**config.mk**
```make
export PLATFORM = sky130hd
export DESIGN_NAME = rgbhsi_cell
export DESIGN_NICKNAME = d
export VERILOG_FILES = /design/src/rtl/rgbhsi_pkg.sv /design/src/rtl/rgbhsi_cell.sv
export SDC_FILE = /design/constraint.sdc
export NUM_CORES = 1
export LEC_CHECK = 0
export BUFFER_PORTS_ARGS = -buffer_cell sky130_fd_sc_hd__buf_4
export CAP_MARGIN = 0
export CORE_MARGIN = 2
export CORE_UTILIZATION = 47
export CTS_CLUSTER_DIAMETER = 150
export DETAILED_ROUTE_END_ITERATION = 10
export PLACE_DENSITY = 0.72
export RECOVER_POWER = 25
export SYNTH_ARGS = -nofsm -noshare
export SYNTH_HDL_FRONTEND = slang
export SYNTH_SLANG_ARGS = --single-unit
```
**constraint.sdc**
```tcl
create_clock -name clk -period 7.7 [get_ports clk]
set_input_delay 1.54 -clock clk [delete_from_list [all_inputs] [get_ports clk]]
set_output_delay 1.54 -clock clk [all_outputs]
set_load 0.1 [all_outputs]
```
**src/rtl/rgbhsi_pkg.sv**
```systemverilog
// Types and constants for the pixel color converter.
// Used by every module under rtl; depends on nothing.
package rgbhsi_pkg;
  localparam int unsigned NumIter = 20;
  // Vector components: 10 integer bits plus Q24 plus growth margin
  localparam int unsigned VecW = 38;
  localparam int unsigned AccW = 26;   // signed degrees Q16
  localparam int unsigned SumW = 10;
  // Saturation divider: dividend, divisor and quotient widths
  localparam int unsigned RemW = 19;
  localparam int unsigned DenW = 11;
  localparam int unsigned QuoW = 8;
  localparam logic signed [VecW-1:0] Sqrt3Q24 = 38'sd29058991;
  localparam logic signed [AccW-1:0] Deg90 = 26'sd5898240;
  localparam logic signed [AccW-1:0] Deg180 = 26'sd11796480;
  localparam logic [AccW-1:0] Deg360 = 26'd23592960;

  typedef struct packed {
    logic signed [VecW-1:0] x;
    logic signed [VecW-1:0] y;
    logic signed [AccW-1:0] acc;
    logic                   grey;
    logic                   mirror;
    logic [RemW-1:0]        rem;
    logic [DenW-1:0]        den;
    logic [QuoW-1:0]        quo;
    logic [7:0]             inten;
  } cell_t;

  function automatic logic signed [AccW-1:0] atan_q16(input int unsigned i);
    logic signed [AccW-1:0] t;
    begin
      unique case (i)
        0: t = 26'sd2949120;   1: t = 26'sd1740967;   2: t = 26'sd919879;
        3: t = 26'sd466945;    4: t = 26'sd234379;    5: t = 26'sd117304;
        6: t = 26'sd58666;     7: t = 26'sd29335;     8: t = 26'sd14668;
        9: t = 26'sd7334;      10: t = 26'sd3667;     11: t = 26'sd1833;
        12: t = 26'sd917;      13: t = 26'sd458;      14: t = 26'sd229;
        15: t = 26'sd115;      16: t = 26'sd57;       17: t = 26'sd29;
        18: t = 26'sd14;       default: t = 26'sd7;
      endcase
      return t;
    end
  endfunction

  // Shift rounding toward zero
  function automatic logic signed [VecW-1:0] shr_tz(input logic signed [VecW-1:0] v,
                                                   input int unsigned s);
    logic [VecW-1:0] m;
    begin
      m = v[VecW-1] ? VecW'(-v) : VecW'(v);
      m = m >> s;
      return v[VecW-1] ? -$signed(m) : $signed(m);
    end
  endfunction
endpackage

```
**src/rtl/rgbhsi_cell.sv**
```systemverilog
// One CORDIC vectoring rotation with fixed shift; the first cells also
// resolve one saturation quotient bit each. Depends on rgbhsi_pkg.
module rgbhsi_cell import rgbhsi_pkg::*; #(
  parameter int unsigned Stage = 0
) (
  input  logic  clk,
  input  logic  en,
  input  cell_t d,
  output cell_t q
);
  localparam bit DivOn = (Stage < QuoW);
  localparam int unsigned DivBit = DivOn ? QuoW - 1 - Stage : 0;

  cell_t n;
  logic signed [VecW-1:0] xs, ys;
  logic [RemW-1:0] dsh;

  always_comb begin
    n = d;
    xs = shr_tz(d.x, Stage);
    ys = shr_tz(d.y, Stage);
    if (d.y > 0) begin
      n.x = d.x + ys; n.y = d.y - xs; n.acc = d.acc + atan_q16(Stage);
    end else begin
      n.x = d.x - ys; n.y = d.y + xs; n.acc = d.acc - atan_q16(Stage);
    end
    // Restoring division, most significant quotient bit first
    dsh = RemW'(d.den) << DivBit;
    if (DivOn && (d.rem >= dsh)) begin
      n.rem = d.rem - dsh;
      n.quo[DivBit] = 1'b1;
    end
  end

  always_ff @(posedge clk) begin
    if (en) q <= n;
  end
endmodule

```
After elaboration in Yosys (flattened, before gate mapping)
Cells that the tools add are included.

Add/subtract/negate cells: 11. Multiply operators: 0. Divide/modulo/power cells: 0. $lt $le $gt $ge: 2. Equality and inequality tests: 0. Shifts and indexed selects: 0. Muxes and demuxes: 6. Bitwise logic cells: 0. Reductions and logical operators: 0.

Operators by type and width (number): 38-bit 2-to-1 mux (4); 38-bit negation (4); 102-bit 2-to-1 mux (1); 38-bit adder (2); 38-bit subtractor (2); 38-bit by 1-bit greater-than comparator with 1-bit output, second input constant (1); 26-bit by 23-bit adder with 26-bit output, second input constant (1); 26-bit by 23-bit subtractor with 26-bit output, second input constant (1); 19-bit by 18-bit greater-or-equal comparator with 1-bit output (1); 19-bit 2-to-1 mux (1); 19-bit by 18-bit subtractor with 19-bit output (1).

Register bits: 150. Latch bits: 0. RAM bits: 0. Bits in read-only memories: 0. Input port bits: 152. Output and inout bits: 150. Logic and storage cells: 29. Memories kept: 0.

Logic depth before layout (Yosys ltp)
Depth after elaboration: 6. Gate-level depth with buffers: 30. Gate-level depth less buffers: 28.

Least setup slack after synthesis
No wires, ideal clock.

Kind: input -> register. Start point: input port d[74] (netlist name). End point: register q[149] (netlist name), data pin. Setup time: 0.266 ns. Arrival: 7.779 ns. Data required time: 7.434 ns. Setup slack: -0.345 ns. Stages: 26. Path buffers: 2. Cells stage by stage: clkbuf_1 > inv_1 > ha_1 > clkbuf_1 > nor2b_1 > a221oi_2 > nor4b_4 > o221ai_2 > or4b_1 > a21oi_1 > o2111ai_1 > a2111o_1 > or3_1 > a221oi_1 > a21o_1 > ha_1 > a21o_1 > a21oi_1 > o211ai_1 > o31a_1 > o31a_1 > a221o_1 > or3_1 > o2111a_1 > o2111ai_1 > nor2_1.

RTL lines: start, declared (RTL line rgbhsi_cell.sv:8) `input cell_t d,`; end signal, assigned (RTL line rgbhsi_cell.sv:36) `if (en) q <= n;`; end, declared (RTL line rgbhsi_cell.sv:9) `output cell_t q`.

==> results.ini <==
[placed_design]
postPlaceCellArea_um2=21200
gp_congestion=0.9805
place_worst_setup_slack_ns=-0.4188
port_buffers=301
dp_hpwl_mm=46.69

[die]
fp.dieH_um=188.1
coreArea_um2=33450
ioPinCount=302
initial_core_util_pct=47.63
rows=67
die-area_um2=35380
dieWidth_um=188.1

[synth]
ys_ff_latch=149
ys_types=94
synthArstFlopShare_pct=0
yosysSeqAreaShare_pct=28.09
synth_area_um2=15930
synth_nets=2101
synth-edff-count=149
syn-mean-instance-area_um2=8.611
synthCells=1850
synth_top_flop_cell=edfxtp_1
yosysWarnings=0

[power_and_ir_drop]
leakagePower_nw=9.175
vdd_drop_max_mv=0.1493
power_density_nw_per_um2=207.2

[drt]
first_pass_iters=5
ant_nets=0
via_count=17000
wl_per_cell_um=19.79
first_iter_violations=1499
drt_wl_total_mm=57.31
drc=0
vias_per_cell=5.868

[layout]
regMostFlops=q
reg_top3=q x149
diodes=0
largest_reg_flops=149
fin_area_um2=21810
drive_gt1_share_pct=30.92
area_delta_synth_final_pct=36.93
nets=2686

[timing]
min_period_over_period_pct=97.79
whs_ns=1.297
slew_violations=85
setup_violations=0
worst_slack_ns=0.1701
hold_violations=0
rsz0062_at_grt=true
fmax_mhz=132.8
max_slew.worst_pin.slew_ns=4.680
slew_headroom_pct=-212.0
period_minus_slack_ns=7.530

[clock_network]
cts_root_buf=clkbuf_16
cts.sinks=149
cts.path.max_buffers=2
clk_pin_slew_worst_paths_ns=0.08
cts_buffers=17
cts_tree=done
htree_levels=4

[hold_path]
min_from=d[14]
hold_path_class=in2reg
min_to=q[14]
hold_path_depth=1

[worst_setup_path]
critPathArrivalTime_ns=7.72
path_max_fanout=8
critPathKind=in2reg
end_kind=register
startpoint_type=primary input
cp.required_ns=7.89

[global_route]
overflow=0
grt_pass1_wl_mm=88.63
grt_max_degree=85
grt_pass1_vias=16200
antenna_found_initial=4
grt_usage_pct=31.70

[run_status]
status=finished with violations
violations=capacitance limit, slew limit

[flow_run]
cap_viol_max_count=1

[what timing repair did]
action	4_1_cts	5_1_grt
setup endpoints to repair	0	4
buffers inserted	0	3
hold buffers	0	0
resized for setup	0	14
[cell families after synthesis]
group | share of synthesized area, %
mux | 1.249
flops | 28.09
compound gates | 22.40
xor+xnor | 14.42
fa+ha+maj | 7.964
simple gates | 21.95
buf+inv | 3.927
[synthesized netlist by cell type, types with 23 or more instances]
cell type	n	area share [%]
xnor2_1	171	9.4
edfxtp_1	149	28
nand2_1	130	3.1
nor2_1	129	3.0
a21oi_1	115	3.6
ha_1	95	7.5
o21ai_0	93	2.9
xor2_1	86	4.7
clkbuf_1	71	1.7
nor3_1	67	2.1
inv_1	59	1.4
a21o_1	56	2.6
nand3_1	51	1.6
nand4_1	37	1.5
or3_1	34	1.3
nor4_1	30	1.2
a31oi_1	29	1.1
o31ai_1	28	1.3
nand2b_1	27	1.1
nor2b_1	23	0.90
[placed cells by master (no fill, tap or decap), drive strengths merged, types with 8 or more instances in the layout]
cell and instances:
xnor2 171, nor3b 8, inv 65, or3 34, and2 20, a31oi 29
nand4 37, a21oi 115, clkbuf 71, o31a 8, a211oi 13, o21a 20
o32ai 8, nor4 35, o211ai 11, mux2i 12, o21ai 93, and3 15
nor2b 23, ha 95, or2 14, o22ai 10, nor2 129, nor4b 8
nor3 71, xor2 86, edfxtp 149, nand2b 27, buf 608, o41ai 11
o31ai 28, a21o 56, o21bai 20, nand3 52, or4 19, nand2 130
[metal layers]
| layer | track usage, % | share of wire (%) | up-vias |
|---|---|---|---|
| met5 | 0 | 0.021 | - |
| met4 | 8.571 | 2.2 | 2 |
| met3 | 4.118 | 7.4 | 69 |
| met2 | 55.15 | 48 | 676 |
| met1 | 41.32 | 42 | 8110 |
| li1 | - | - | 8138 |
[worst max-delay path, cell delays in order]
cell and delay [ns]:
buf_4 0.12, inv_1 0.10, ha_4 0.19, or4b_4 0.50, o41ai_4 0.36, xor2_1 0.22, nand2_1 0.15, buf_4 0.17
or4b_1 0.52, a21oi_2 0.17, o2111ai_2 0.16, a2111o_1 0.36, or3_4 0.36, a221oi_2 0.22, a21o_1 0.16, ha_4 0.22
a21o_1 0.17, a21oi_1 0.18, o211ai_1 0.16, o31a_1 0.32, o31a_1 0.28, a221o_1 0.39, or3_1 0.38, o2111a_1 0.16
o2111ai_1 0.11, nor2_1 0.07
[worst max-delay path by stage]
stage | slack, ns | to | start
after global routing | -0.16 | q[149] | d[75]
after floorplan | 0.01 | q[149] | d[74]
after CTS | 0.04 | q[149] | d[74]
final | 0.17 | q[149] | d[75]
after global placement | -0.25 | q[149] | d[83]
after detailed placement | -0.42 | q[149] | d[74]
[power breakdown]
part / total, mW / switching (mW) / internal (mW)
sequential: 1.13 / 0.0414 / 1.09
clock: 0.829 / 0.375 / 0.454
combinational: 2.56 / 1.77 / 0.792
[per-stage QoR]
stage / utilization (%) / power (mW) / TNS (ns) / instances
4_1_cts: 65.08 / 4.519 / 0 / 2893
3_3_place_gp: 63.37 / 3.651 / -0.3346 / 2861
2_1_floorplan: - / 2.922 / 0 / 1850
5_1_grt: 65.22 / 4.699 / -0.2470 / 2896
3_5_place_dp: 63.37 / 3.685 / -0.7370 / 2861
6_report: 65.22 / 4.520 / 0 / 2896
[area by class of cell]
cell class	count	area (um2)
Clock buffer	17	425.4
Clock inverter	15	147.6
Fill cell	2921	11630
Inverter	60	225.2
Multi-Input combinational cell	1545	11030
Sequential cell	149	4474
Tap cell	448	560.5
Timing Repair Buffer	662	4950
Power figures use the tool's default switching activity.
