[config.mk]
export PLATFORM = sky130hd
export DESIGN_NAME = rgbhsi_front
export DESIGN_NICKNAME = d
export VERILOG_FILES = /design/src/rtl/rgbhsi_pkg.sv /design/src/rtl/rgbhsi_front.sv
export SDC_FILE = /design/constraint.sdc
export NUM_CORES = 1
export LEC_CHECK = 0
export BUFFER_PORTS_ARGS = -buffer_cell sky130_fd_sc_hd__buf_4
export CELL_PAD_IN_SITES_DETAIL_PLACEMENT = 1
export CELL_PAD_IN_SITES_GLOBAL_PLACEMENT = 1
export CORE_ASPECT_RATIO = 0.7
export CORE_MARGIN = 2
export CORE_UTILIZATION = 43
export CTS_BUF_LIST = sky130_fd_sc_hd__clkbuf_16
export CTS_CLUSTER_DIAMETER = 200
export DETAILED_ROUTE_END_ITERATION = 6
export PLACE_DENSITY_LB_ADDON = 0.1
export SKIP_CTS_REPAIR_TIMING = 1
export SYNTH_ARGS = -nofsm -noshare
export SYNTH_HDL_FRONTEND = slang
export SYNTH_SLANG_ARGS = --single-unit
[constraint.sdc]
create_clock -name clk -period 11.04 [get_ports clk]
set_clock_uncertainty 0.2 [all_clocks]
set_input_delay 1.656 -clock clk [delete_from_list [all_inputs] [get_ports clk]]
set_output_delay 1.656 -clock clk [all_outputs]
set_load 0.1 [all_outputs]
[src/rtl/rgbhsi_pkg.sv]
// Types and constants for the pixel color converter.
// Used by every module under rtl; depends on nothing.
package rgbhsi_pkg;
  localparam int unsigned NumIter = 20;
  // Vector components: 10 integer bits plus Q24 plus growth margin
  localparam int unsigned VecW = 38;
  localparam int unsigned AccW = 26;   // signed degrees Q16
  localparam int unsigned SumW = 10;
  // Saturation divider: dividend, divisor and quotient widths
  localparam int unsigned RemW = 19;
  localparam int unsigned DenW = 11;
  localparam int unsigned QuoW = 8;
  localparam logic signed [VecW-1:0] Sqrt3Q24 = 38'sd29058991;
  localparam logic signed [AccW-1:0] Deg90 = 26'sd5898240;
  localparam logic signed [AccW-1:0] Deg180 = 26'sd11796480;
  localparam logic [AccW-1:0] Deg360 = 26'd23592960;

  typedef struct packed {
    logic signed [VecW-1:0] x;
    logic signed [VecW-1:0] y;
    logic signed [AccW-1:0] acc;
    logic                   grey;
    logic                   mirror;
    logic [RemW-1:0]        rem;
    logic [DenW-1:0]        den;
    logic [QuoW-1:0]        quo;
    logic [7:0]             inten;
  } cell_t;

  function automatic logic signed [AccW-1:0] atan_q16(input int unsigned i);
    logic signed [AccW-1:0] t;
    begin
      unique case (i)
        0: t = 26'sd2949120;   1: t = 26'sd1740967;   2: t = 26'sd919879;
        3: t = 26'sd466945;    4: t = 26'sd234379;    5: t = 26'sd117304;
        6: t = 26'sd58666;     7: t = 26'sd29335;     8: t = 26'sd14668;
        9: t = 26'sd7334;      10: t = 26'sd3667;     11: t = 26'sd1833;
        12: t = 26'sd917;      13: t = 26'sd458;      14: t = 26'sd229;
        15: t = 26'sd115;      16: t = 26'sd57;       17: t = 26'sd29;
        18: t = 26'sd14;       default: t = 26'sd7;
      endcase
      return t;
    end
  endfunction

  // Shift rounding toward zero
  function automatic logic signed [VecW-1:0] shr_tz(input logic signed [VecW-1:0] v,
                                                   input int unsigned s);
    logic [VecW-1:0] m;
    begin
      m = v[VecW-1] ? VecW'(-v) : VecW'(v);
      m = m >> s;
      return v[VecW-1] ? -$signed(m) : $signed(m);
    end
  endfunction
endpackage

[src/rtl/rgbhsi_front.sv]
// Input stage: CORDIC vector setup, saturation divider setup and intensity.
// Depends on rgbhsi_pkg.
module rgbhsi_front import rgbhsi_pkg::*; (
  input  logic       clk,
  input  logic       en,
  input  logic [7:0] blue,
  input  logic [7:0] green,
  input  logic [7:0] red,
  output cell_t      q
);
  logic [SumW-1:0] sum;
  logic [7:0] mn;
  logic [SumW-1:0] num;
  logic [RemW-1:0] snum;
  logic [DenW-1:0] den;
  logic [10:0] iq;
  logic signed [VecW-1:0] x0, y0, xs, ys;
  logic signed [10:0] d;
  logic [7:0] ad;
  cell_t c;

  always_comb begin
    sum = SumW'(blue) + SumW'(green) + SumW'(red);
    mn = red;
    if (green < mn) mn = green;
    if (blue < mn) mn = blue;
    num = sum - SumW'(3) * SumW'(mn);
    snum = RemW'(num) * RemW'(510) + RemW'(sum);
    // Black pixel: unit divisor over a zero dividend gives saturation zero
    den = (sum == '0) ? DenW'(1) : {sum, 1'b0};
    iq = 11'((21'(sum) + 21'd1) * 21'd683 >> 11);
    d = 11'(green) - 11'(blue);
    ad = d[10] ? 8'(-d) : 8'(d);
    x0 = VecW'(11'sd2 * $signed({3'b0, red}) - $signed({3'b0, green})
               - $signed({3'b0, blue})) <<< 24;
    y0 = $signed(VecW'(ad)) * Sqrt3Q24;
    c.grey = (red == green) && (green == blue);
    c.mirror = blue > green;
    c.rem = snum;
    c.den = den;
    c.quo = '0;
    c.inten = (iq > 11'd255) ? 8'd255 : iq[7:0];
    if (x0 < 0) begin
      xs = y0; ys = -x0; c.acc = Deg90;
    end else begin
      xs = x0; ys = y0; c.acc = '0;
    end
    c.x = xs;
    c.y = ys;
  end

  always_ff @(posedge clk) begin
    if (en) q <= c;
  end
endmodule

* After elaboration in Yosys (flattened, before gate mapping)
Cells that the tools add are included.
** Word-level totals
- Flip-flop bits (word level) :: 142
- Bits of input ports :: 26
** Cells by class
- Add/subtract/negate cells :: 10
- $mul :: 4
- Order comparisons :: 5
- Equal/unequal tests :: 2
- Muxes and demuxes :: 7
- Reductions and logical operators :: 2
** Operators with widths (number)
- 38-bit two-way mux :: 2
- 35-bit negator with 38-bit output :: 1
- 35-bit by 1-bit less-than comparator with 1-bit output, second input constant :: 1
- 8-bit by 25-bit multiplier with 33-bit output, second input constant :: 1
- 8-bit two-way mux :: 3
- 23-bit two-way mux :: 1
- 11-bit by 10-bit multiplier with 21-bit output, second input constant :: 1
- 19-bit by 10-bit adder with 19-bit output :: 1
- 10-bit by 8-bit multiplier with 18-bit output, second input constant :: 1
- 8-bit == test :: 2
- 8-bit less-than comparator :: 2
- 10-bit by 1-bit adder with 11-bit output, second input constant :: 1
- 10-bit by 9-bit subtractor with 11-bit output :: 1
- 9-bit by 8-bit adder with 10-bit output :: 1
- 10-bit by 8-bit greater-than comparator with 1-bit output, second input constant :: 1
- 10-bit zero test :: 1
- 2-bit by 8-bit multiplier with 10-bit output, first input constant :: 1
- 10-bit subtractor :: 1
- 9-bit by 8-bit subtractor with 10-bit output :: 1
- 8-bit by 8-bit adder with 9-bit output :: 1
- 8-bit by 8-bit subtractor with 9-bit output :: 1
- 8-bit greater-than comparator :: 1
- 8-bit negator :: 1
- 1-bit logical AND :: 1
- 1-bit two-way mux :: 1

* Longest topological paths before layout
Gate-level depths: netlist (run 1).
- Word-level depth :: 8
- Gate-level depth with buffers :: 46
- Mapped depth without buffers :: 44

* Worst setup path before layout (run 1)
OpenSTA, ideal clock, no wires.
- Path type :: input to register
- From :: input port red[1]
- To :: register q[45] (netlist bit) (data pin)
- Arrival time :: 10357 ps
- Data required time :: 10580 ps
- Path slack :: 223 ps
- Stages :: 42
- Path buffers :: 2
- Cell sequence :: inv_1 ha_1 nor2b_1 o21ai_0 nand2b_1 a21oi_1 o21ai_1 clkbuf_1 nand2_1 o21ai_0 inv_1 ha_1 and4_1 a221o_1 a31oi_1 buf_2 mux2_2 ha_1 [6 not listed] o21bai_1 a21oi_1 xnor2_1 xor2_1 ha_1 fa_1 inv_1 fa_1 fa_1 inv_1 ha_1 inv_1 or4b_1 o311a_1 nor2b_1 nand3_1 nor3_1 xnor2_1
** RTL lines
- start: declaration :: RTL line rgbhsi_front.sv:8 : input logic [7:0] red,
- end signal: assignment :: RTL line rgbhsi_front.sv:53 : if (en) q <= c;
- end: declaration :: RTL line rgbhsi_front.sv:9 : output cell_t q

==> reports/qor.csv, run 1 <==
stage;metric;value;unit
status;status;complete, no violations;
final_layout;largest_register_ffs;114;
drt;drt_iter0_drc;518;
job;drv_cap;0;
timing;max_freq;94.1;MHz
timing;layout_min_cycle_time;10.63;ns
synth;yosysWarnings;0;
cts;cts.sinks;114;
worst_setup_path;worstSetupEndpointType;flop;
global_routing;grt_pass1_vias;12400;
die;die_area;37000;um^2
cts;numCtsBuffers;17;
die;start_util;0.438;
drt;ant_nets;0;
cts;cts_tree;built;
die;die_w;229;um
global_routing;grt_max_degree;63;
timing;min_period_over_period;0.963;
final_layout;multiInputGateArea;10800;um^2
timing;hold_viol_final;0;
drt;drc_errors;0;
worst_setup_path;max_stage_delay;0.55;ns
drt;drt_pass1_iterations;5;
global_routing;antenna_found_initial;0;
drt;wire_per_inst;19.0;um
synth;synthDistinctLibCells;71;
timing;relSlewSlack;0.213;
synth;ys_seq_elements;114;
die;rows;57;
worst_setup_path;worstSetupStartpoint;red[1];
cts;clk_pin_slew;0.07;ns
min_path;worst_hold_path_type;input port to flop;
synth;syn_area_per_cell;9.97;um^2
final_layout;largestRegisters;q x114;
place;placed_cell_area;17100;um^2
final_layout;diodes;0;
place;io_buffers;145;
min_path;min_from;red[0];
cts;ctsLongestPathBuffers;2;
drt;viasPerCell;5.16;
synth;synth-seq-area-share;0.225;
timing;tns;0;ns
place;place.gp.congestion;0.873;
place;hpwlAfterDp;35100;um
global_routing;grt_pass1_wl;68200;um
synth;synth_edf_count;114;
worst_setup_path;worstSetupStartpointType;input port;
global_routing;grt_remaining_overflow;0;
timing;maxSlewViolCount;0;
die;die_y;162;um
drt;drt-total-wl;42100;um
worst_setup_path;arrival;10.62;ns
die;io_pins;176;
cts;root_buffer;clkbuf_16;
final_layout;final_core_util;0.514;
final_layout;final_cell_area;17900;um^2
final_layout;drive_above_1_share;0.169;
worst_setup_path;cpMostUsedCell;inv_1;
worst_setup_path;crit_required;11.03;ns
cts;htree_num_levels;4;
die;core-area;34800;um^2
final_layout;nNetsFinal;2153;
synth;async_flop_share;0;
worst_setup_path;cp_slowest_cell;fa_1;
timing;setup_viol;0;
final_layout;largest-register;q;
final_layout;regArea;3420;um^2
drt;dr_total_vias;11400;
final_layout;area_growth;17.4;%
synth;syn_inst;1529;
worst_setup_path;cp_max_fo;6;
synth;syn-cell-area;15200;um^2
worst_setup_path;critPathKind;input port to flop;
global_routing;grtUsageTotal;0.234;
final_layout;fillers;3924;
synth;synthFlopType;edfxtp_1;
timing;worst_slew_pin_slew;1.17;ns
-- path summary, 6_finish.rpt --
check     to  slack [ns]  cells after the start
max    q[44]        0.41                     44
min    q[27]        1.57                      2
-- cell type report --
class / instances / area share
inverter: 256 / 0.0537
sequential: 114 / 0.191
timing repair buffer: 202 / 0.0850
clock inverter: 15 / 0.00832
tap: 472 / 0.0330
clock buffer: 17 / 0.0238
multi-input combinational: 1143 / 0.605
-- cells in the final DEF, fill, tap and decap left out, drive strengths merged, types with 4 or more instances in the layout --
cell / count
inv: 263
ha: 249
buf: 202
fa: 144
nor2: 119
edfxtp: 114
a21oi: 84
xnor2: 81
nand2: 50
xor2: 50
a21o: 41
o21ai: 41
conb: 40
o21a: 20
nor3: 20
clkbuf: 17
nor2b: 16
nand3: 14
nand4: 14
a31oi: 14
and2: 12
a211oi: 11
nand2b: 11
o21bai: 10
or2: 9
mux2: 8
and3: 8
mux2i: 8
o211ai: 7
a21boi: 7
or4: 5
or3: 4
clkinvlp: 4
o41ai: 4
-- cells in the mapped netlist (3+ instances only) --
| cell type | instances | area share |
|---|---|---|
| nor3b_1 | 3 | 0.0015 |
| a21oi_2 | 3 | 0.0017 |
| nor2b_1 | 16 | 0.0066 |
| o41ai_1 | 3 | 0.0017 |
| a21boi_0 | 4 | 0.0020 |
| o31a_1 | 3 | 0.0017 |
| buf_2 | 4 | 0.0013 |
| nand3_1 | 14 | 0.0046 |
| a211oi_1 | 11 | 0.0054 |
| ha_1 | 249 | 0.20 |
| a21o_1 | 41 | 0.020 |
| inv_1 | 255 | 0.063 |
| buf_4 | 36 | 0.018 |
| o21a_1 | 20 | 0.0098 |
| nand2b_1 | 11 | 0.0045 |
| nand4_1 | 14 | 0.0057 |
| mux2i_1 | 8 | 0.0053 |
| edfxtp_1 | 114 | 0.22 |
| a21boi_1 | 3 | 0.0015 |
| xor2_1 | 50 | 0.029 |
| nor2_1 | 119 | 0.029 |
| and3_1 | 7 | 0.0029 |
| a31oi_1 | 14 | 0.0057 |
| clkbuf_1 | 14 | 0.0034 |
| o21ai_0 | 37 | 0.012 |
| a21oi_1 | 81 | 0.027 |
| or2_2 | 9 | 0.0037 |
| o21ai_1 | 4 | 0.0013 |
| o211ai_1 | 7 | 0.0034 |
| xnor2_1 | 79 | 0.045 |
| mux2_2 | 8 | 0.0059 |
| fa_1 | 144 | 0.19 |
| nand2_1 | 50 | 0.012 |
| or3_1 | 4 | 0.0016 |
| nor3_1 | 18 | 0.0059 |
| nand3b_1 | 3 | 0.0015 |
| or4_1 | 5 | 0.0025 |
| and2_1 | 12 | 0.0049 |
| nor4_1 | 3 | 0.0012 |
| o21bai_1 | 9 | 0.0044 |
-- per-stage QoR --
stage | instances | hold WS [ns] | setup WS [ns]
6_report | 2219 | 1.57 | 0.410
3_5_place_dp | 2182 | 2.03 | -0.284
2_1_floorplan | 1567 | 1.57 | 0.223
5_1_grt | 2219 | 1.60 | -0.0349
3_3_place_gp | 2182 | 2.03 | -0.0202
4_1_cts | 2214 | 1.56 | 0.132
-- worst max-delay path: cells and delay by family --
kind	cells	cell delay, ns
AND/OR/NAND/NOR	9	1.53
adder cells (fa/ha/maj)	9	3.45
multiplexers	1	0.27
buffers and inverters	10	1.04
AO/OA/AOI/OAI	14	2.56
XOR/XNOR	1	0.08
-- routing by layer --
metal  vias to the layer above  track usage  wire length, um
met5                         -            0                0
met4                         0       0.0443              499
met3                        35       0.0327             1180
met2                       164        0.359            18500
met1                      5736        0.353            21900
li1                       5507            -                -
-- cell families after synthesis --
logic type,after synthesis,synth area share
AND/OR/NAND/NOR,297,0.0944
flip-flops,114,0.225
XOR/XNOR,131,0.0762
AO/OA/AOI/OAI,265,0.114
multiplexers,16,0.0112
buffers and inverters,310,0.0855
other,2,0.000493
adder cells (fa/ha/maj),394,0.394
Power of run 1 is left out: the tool's default activity adds up to more than one toggle a clock period on the data nets, which glitch-free logic cannot reach.
==> inputs of run 2 (changes only) <==
- RECOVER_POWER: default -> 50
==> reports/qor.csv, run 2 (synthesized netlist as in run 1, its figures left out) <==
stage;metric;value;unit;change
cts;clk_pin_slew;0.07;ns;about the same
worst_setup_path;cp_max_fo;6;;unchanged
die;die_area;37000;um^2;unchanged
timing;layout_min_cycle_time;10.63;ns;+0.00187 ns
place;hpwlAfterDp;35100;um;unchanged
timing;maxSlewViolCount;54;;+54
final_layout;diodes;0;;unchanged
global_routing;grt_max_degree;63;;unchanged
status;violations;max-capacitance violations, max-slew violations;;
worst_setup_path;critPathKind;input port to flop;;
timing;hold_viol_final;0;;unchanged
drt;drt_pass1_iterations;5;;unchanged
place;io_buffers;145;;unchanged
drt;ant_nets;0;;unchanged
place;place.gp.congestion;0.873;;unchanged
timing;min_period_over_period;0.963;;about the same
timing;setup_viol;0;;unchanged
global_routing;grt_remaining_overflow;0;;unchanged
drt;dr_total_vias;11400;;-0.070%
cts;ctsLongestPathBuffers;2;;unchanged
worst_setup_path;crit_required;11.03;ns;about the same
die;die_y;162;um;unchanged
place;pre_cts_ws;-0.284;ns;unchanged
worst_setup_path;arrival;10.62;ns;about the same
final_layout;final_cell_area;17400;um^2;-2.5%
final_layout;nNetsFinal;2153;;unchanged
global_routing;grt_pass1_vias;12400;;unchanged
die;core-area;34800;um^2;unchanged
worst_setup_path;cp_slowest_cell;fa_1;;
timing;max_freq;94.1;MHz;about the same
cts;root_buffer;clkbuf_16;;
worst_setup_path;cpMostUsedCell;inv_1;;
job;drv_cap;1;;+1
timing;relSlewSlack;-1.11;;-1.33
timing;fin_ws;0.408;ns;-0.00187 ns
timing;whs;1.57;ns;+0.00162 ns
global_routing;antenna_found_initial;0;;unchanged
drt;drt-total-wl;42100;um;about the same
worst_setup_path;worstSetupStartpointType;input port;;
worst_setup_path;worstSetupEndpointType;flop;;
die;rows;57;;unchanged
final_layout;layout_common_cells;inv_1 (255), ha_1 (247), fa_1 (144);;
cts;cts_tree;built;;
status;status;finished with violations;;
final_layout;largestRegisters;q x114;;
cts;cts.sinks;114;;unchanged
cts;htree_num_levels;4;;unchanged
global_routing;grt_pass1_wl;68200;um;unchanged
final_layout;largest-register;q;;
global_routing;grtUsageTotal;0.234;;unchanged
die;die_w;229;um;unchanged
die;start_util;0.438;;unchanged
final_layout;largest_register_ffs;114;;unchanged
worst_setup_path;max_stage_delay;0.55;ns;about the same
final_layout;fillers;3995;;+1.8%
min_path;worst_hold_path_type;input port to flop;;
final_layout;drive_above_1_share;0.101;;-0.0681
cts;numCtsBuffers;17;;unchanged
timing;worst_slew_pin_slew;3.17;ns;+2.00 ns
final_layout;final_common_cell;inv_1;;
drt;viasPerCell;5.15;;about the same
drt;wire_per_inst;19.0;um;about the same
place;placed_cell_area;17100;um^2;unchanged
final_layout;area_growth;14.5;%;
die;io_pins;176;;unchanged
drt;drc_errors;0;;unchanged
drt;drt_iter0_drc;509;;-1.7%
==> run 2: cell types whose count changed in the layout (fill, tap and decap cells not counted), sizes merged <==
cell	before	now
clkbuf	17	137
buf	202	82
==> run 2: worst max-delay path: cells and delay by family <==
kind	cells	cell delay (ns)
adders and majority gates	9	3.45
xor gates and xnor gates	1	0.08
and+or+nand+nor	9	1.53
AOI/OAI and AO/OA	14	2.57
muxes	1	0.27
buffers and inverters	10	1.04
==> run 2: worst paths after layout <==
| path | cells after the start | from | endpoint |
|---|---|---|---|
| min | 2 | red[0] | q[27] |
| max | 44 | red[1] | q[44] |
==> run 2: per-layer routing <==
| layer | global-route usage | wire length (um) |
|---|---|---|
| met1 | 0.353 | 21900 |
| met5 | 0 | 0 |
| met3 | 0.0327 | 1270 |
| met2 | 0.359 | 18500 |
| met4 | 0.0443 | 495 |
==> run 2: cell type report <==
type                    count  area [um^2]  area share
clock inverters            15          149     0.00853
well taps                 472          591      0.0338
multi-input cells        1143        10800       0.620
repair buffers            202         1070      0.0615
flip-flops and latches    114         3420       0.196
inverters                 256          961      0.0551
clock buffers              17          425      0.0244
==> run 2: per-stage QoR <==
| step | util | std cells | setup TNS, ns |
|---|---|---|---|
| final | 0.501 | 2219 | 0 |
| after global routing | 0.501 | 2219 | -0.0349 |
| after global placement | 0.492 | 2182 | -0.0291 |
| after floorplan | - | 1567 | 0 |
| after detailed placement | 0.492 | 2182 | -1.21 |
| after CTS | 0.509 | 2214 | 0 |
Power of run 2 is left out for the same reason.
==> inputs of run 3 (changes only) <==
- ABC_CLOCK_PERIOD_IN_PS: default -> 8550
- clock period: 11.04 -> 8.55 ns (I/O delays scaled with it)
==> reports/qor.csv, run 3 (synthesized netlist as in run 1, its figures left out) <==
stage;metric;value;unit;change
status;status;finished with violations;;
status;violations;max-capacitance violations, max-slew violations, negative setup slack;;
timing;max_freq;97.7;MHz;
cts;cts.sinks;114;;unchanged
cts;htree_num_levels;4;;unchanged
timing;relSlewSlack;-0.933;;+0.181
place;io_buffers;145;;unchanged
timing;rsz0062_at_grt;yes;;
final_layout;largest-register;q;;
cts;clk_pin_slew;0.07;ns;about the same
drt;drt_iter0_drc;578;;+14%
die;start_util;0.438;;unchanged
final_layout;diodes;0;;unchanged
worst_setup_path;cp_slowest_cell;or4b_1;;
timing;min_period_over_period;1.20;;
global_routing;grt_pass1_wl;75500;um;+11%
drt;viasPerCell;5.33;;+3.4%
drt;ant_nets;0;;unchanged
drt;drt-total-wl;54500;um;+29%
place;pre_cts_ws;-1.96;ns;-1.67 ns
worst_setup_path;crit_required;8.54;ns;-2.49 ns
drt;drc_errors;0;;unchanged
global_routing;grt_max_degree;68;;+7.9%
timing;fin_ws;-1.68;ns;-2.09 ns
drt;dr_total_vias;13400;;+17%
worst_setup_path;arrival;10.22;ns;-0.40 ns
final_layout;drive_above_1_share;0.314;;+0.213
worst_setup_path;worstSetupStartpointType;input port;;
global_routing;grt_remaining_overflow;0;;unchanged
timing;layout_min_cycle_time;10.23;ns;
die;io_pins;176;;unchanged
cts;cts_tree;built;;
cts;numCtsBuffers;17;;unchanged
die;rows;57;;unchanged
worst_setup_path;critPathKind;input port to flop;;
global_routing;antenna_found_initial;0;;unchanged
job;drv_cap;1;;unchanged
place;place.gp.congestion;0.943;;+7.9%
final_layout;final_common_cell;buf_4;;
final_layout;layout_common_cells;buf_4 (349), inv_1 (230), ha_1 (211);;
die;die_area;37000;um^2;unchanged
global_routing;grt_pass1_vias;14300;;+15%
timing;maxSlewViolCount;49;;-9.3%
min_path;worst_hold_path_type;input port to flop;;
die;die_w;229;um;unchanged
worst_setup_path;cp_max_fo;6;;unchanged
drt;drt_pass1_iterations;5;;unchanged
final_layout;area_growth;38.3;%;
timing;worst_slew_pin_slew;2.90;ns;-0.272 ns
final_layout;largest_register_ffs;114;;unchanged
final_layout;nNetsFinal;2446;;+14%
timing;hold_viol_final;0;;unchanged
global_routing;grtUsageTotal;0.261;;+0.0264
worst_setup_path;worstSetupEndpointType;flop;;
drt;wire_per_inst;21.7;um;+14%
cts;root_buffer;clkbuf_16;;
cts;ctsLongestPathBuffers;2;;unchanged
worst_setup_path;max_stage_delay;0.54;ns;about the same
place;dp_cells;2440;;+12%
die;core-area;34800;um^2;unchanged
die;die_y;162;um;unchanged
final_layout;final_cells;2512;;+13%
final_layout;largestRegisters;q x114;;
timing;setup_viol;22;;+22
place;hpwlAfterDp;39300;um;+12%
## run 3: changes by cell type in the layout (fill, tap and decap cells not counted), moves of 12 or more
cell and delta:
nor2_1 -12, a21oi_1 -18, xnor2_1 -18, ha_1 -36
ha_4 +30, buf_6 +23, inv_1 -25, inv_2 +25
buf_4 +268
## run 3: final cells by class
class	count	area, um^2
well taps	472	591
repair buffers	494	3390
clock inverters	15	176
multi-input cells	1144	12100
flip-flops and latches	114	3420
fillers	3911	13700
inverters	256	981
clock buffers	17	425
## run 3: per-layer routing
layer / global-route usage / vias to the layer above / share of wire
met3: 0.0422 / 109 / 0.035
li1: - / 6099 / -
met1: 0.343 / 6905 / 0.42
met5: 0 / - / 0
met4: 0.0670 / 0 / 0.028
met2: 0.448 / 268 / 0.52
## run 3: path summary, 6_finish.rpt
path / startpoint / end / slack (ns) / cells after the start
setup / recovery: red[1] / q[44] / -1.68 / 46
hold / removal: red[7] / q[107] / 1.26 / 5
## run 3: critical path: cells and delay by family
kind            cells  cell delay (ns)
mux                 1             0.22
xor+xnor            3             0.42
simple gates        9             1.82
buf+inv            10             1.27
fa+ha+maj           9             3.21
compound gates     14             2.00
## run 3: metrics by stage
step                setup TNS, ns  area [um^2]  utilization  hold slack [ns]
floorplan                   -9.90        15700            -             1.20
detailed placement         -36.79        19300        0.555             1.66
global route               -24.60        21100        0.606             1.27
finish                     -16.45        21100        0.606             1.26
CTS                        -18.78        19900        0.572             1.21
global placement           -26.92        19300        0.555             1.66
Power of run 3 is left out for the same reason.
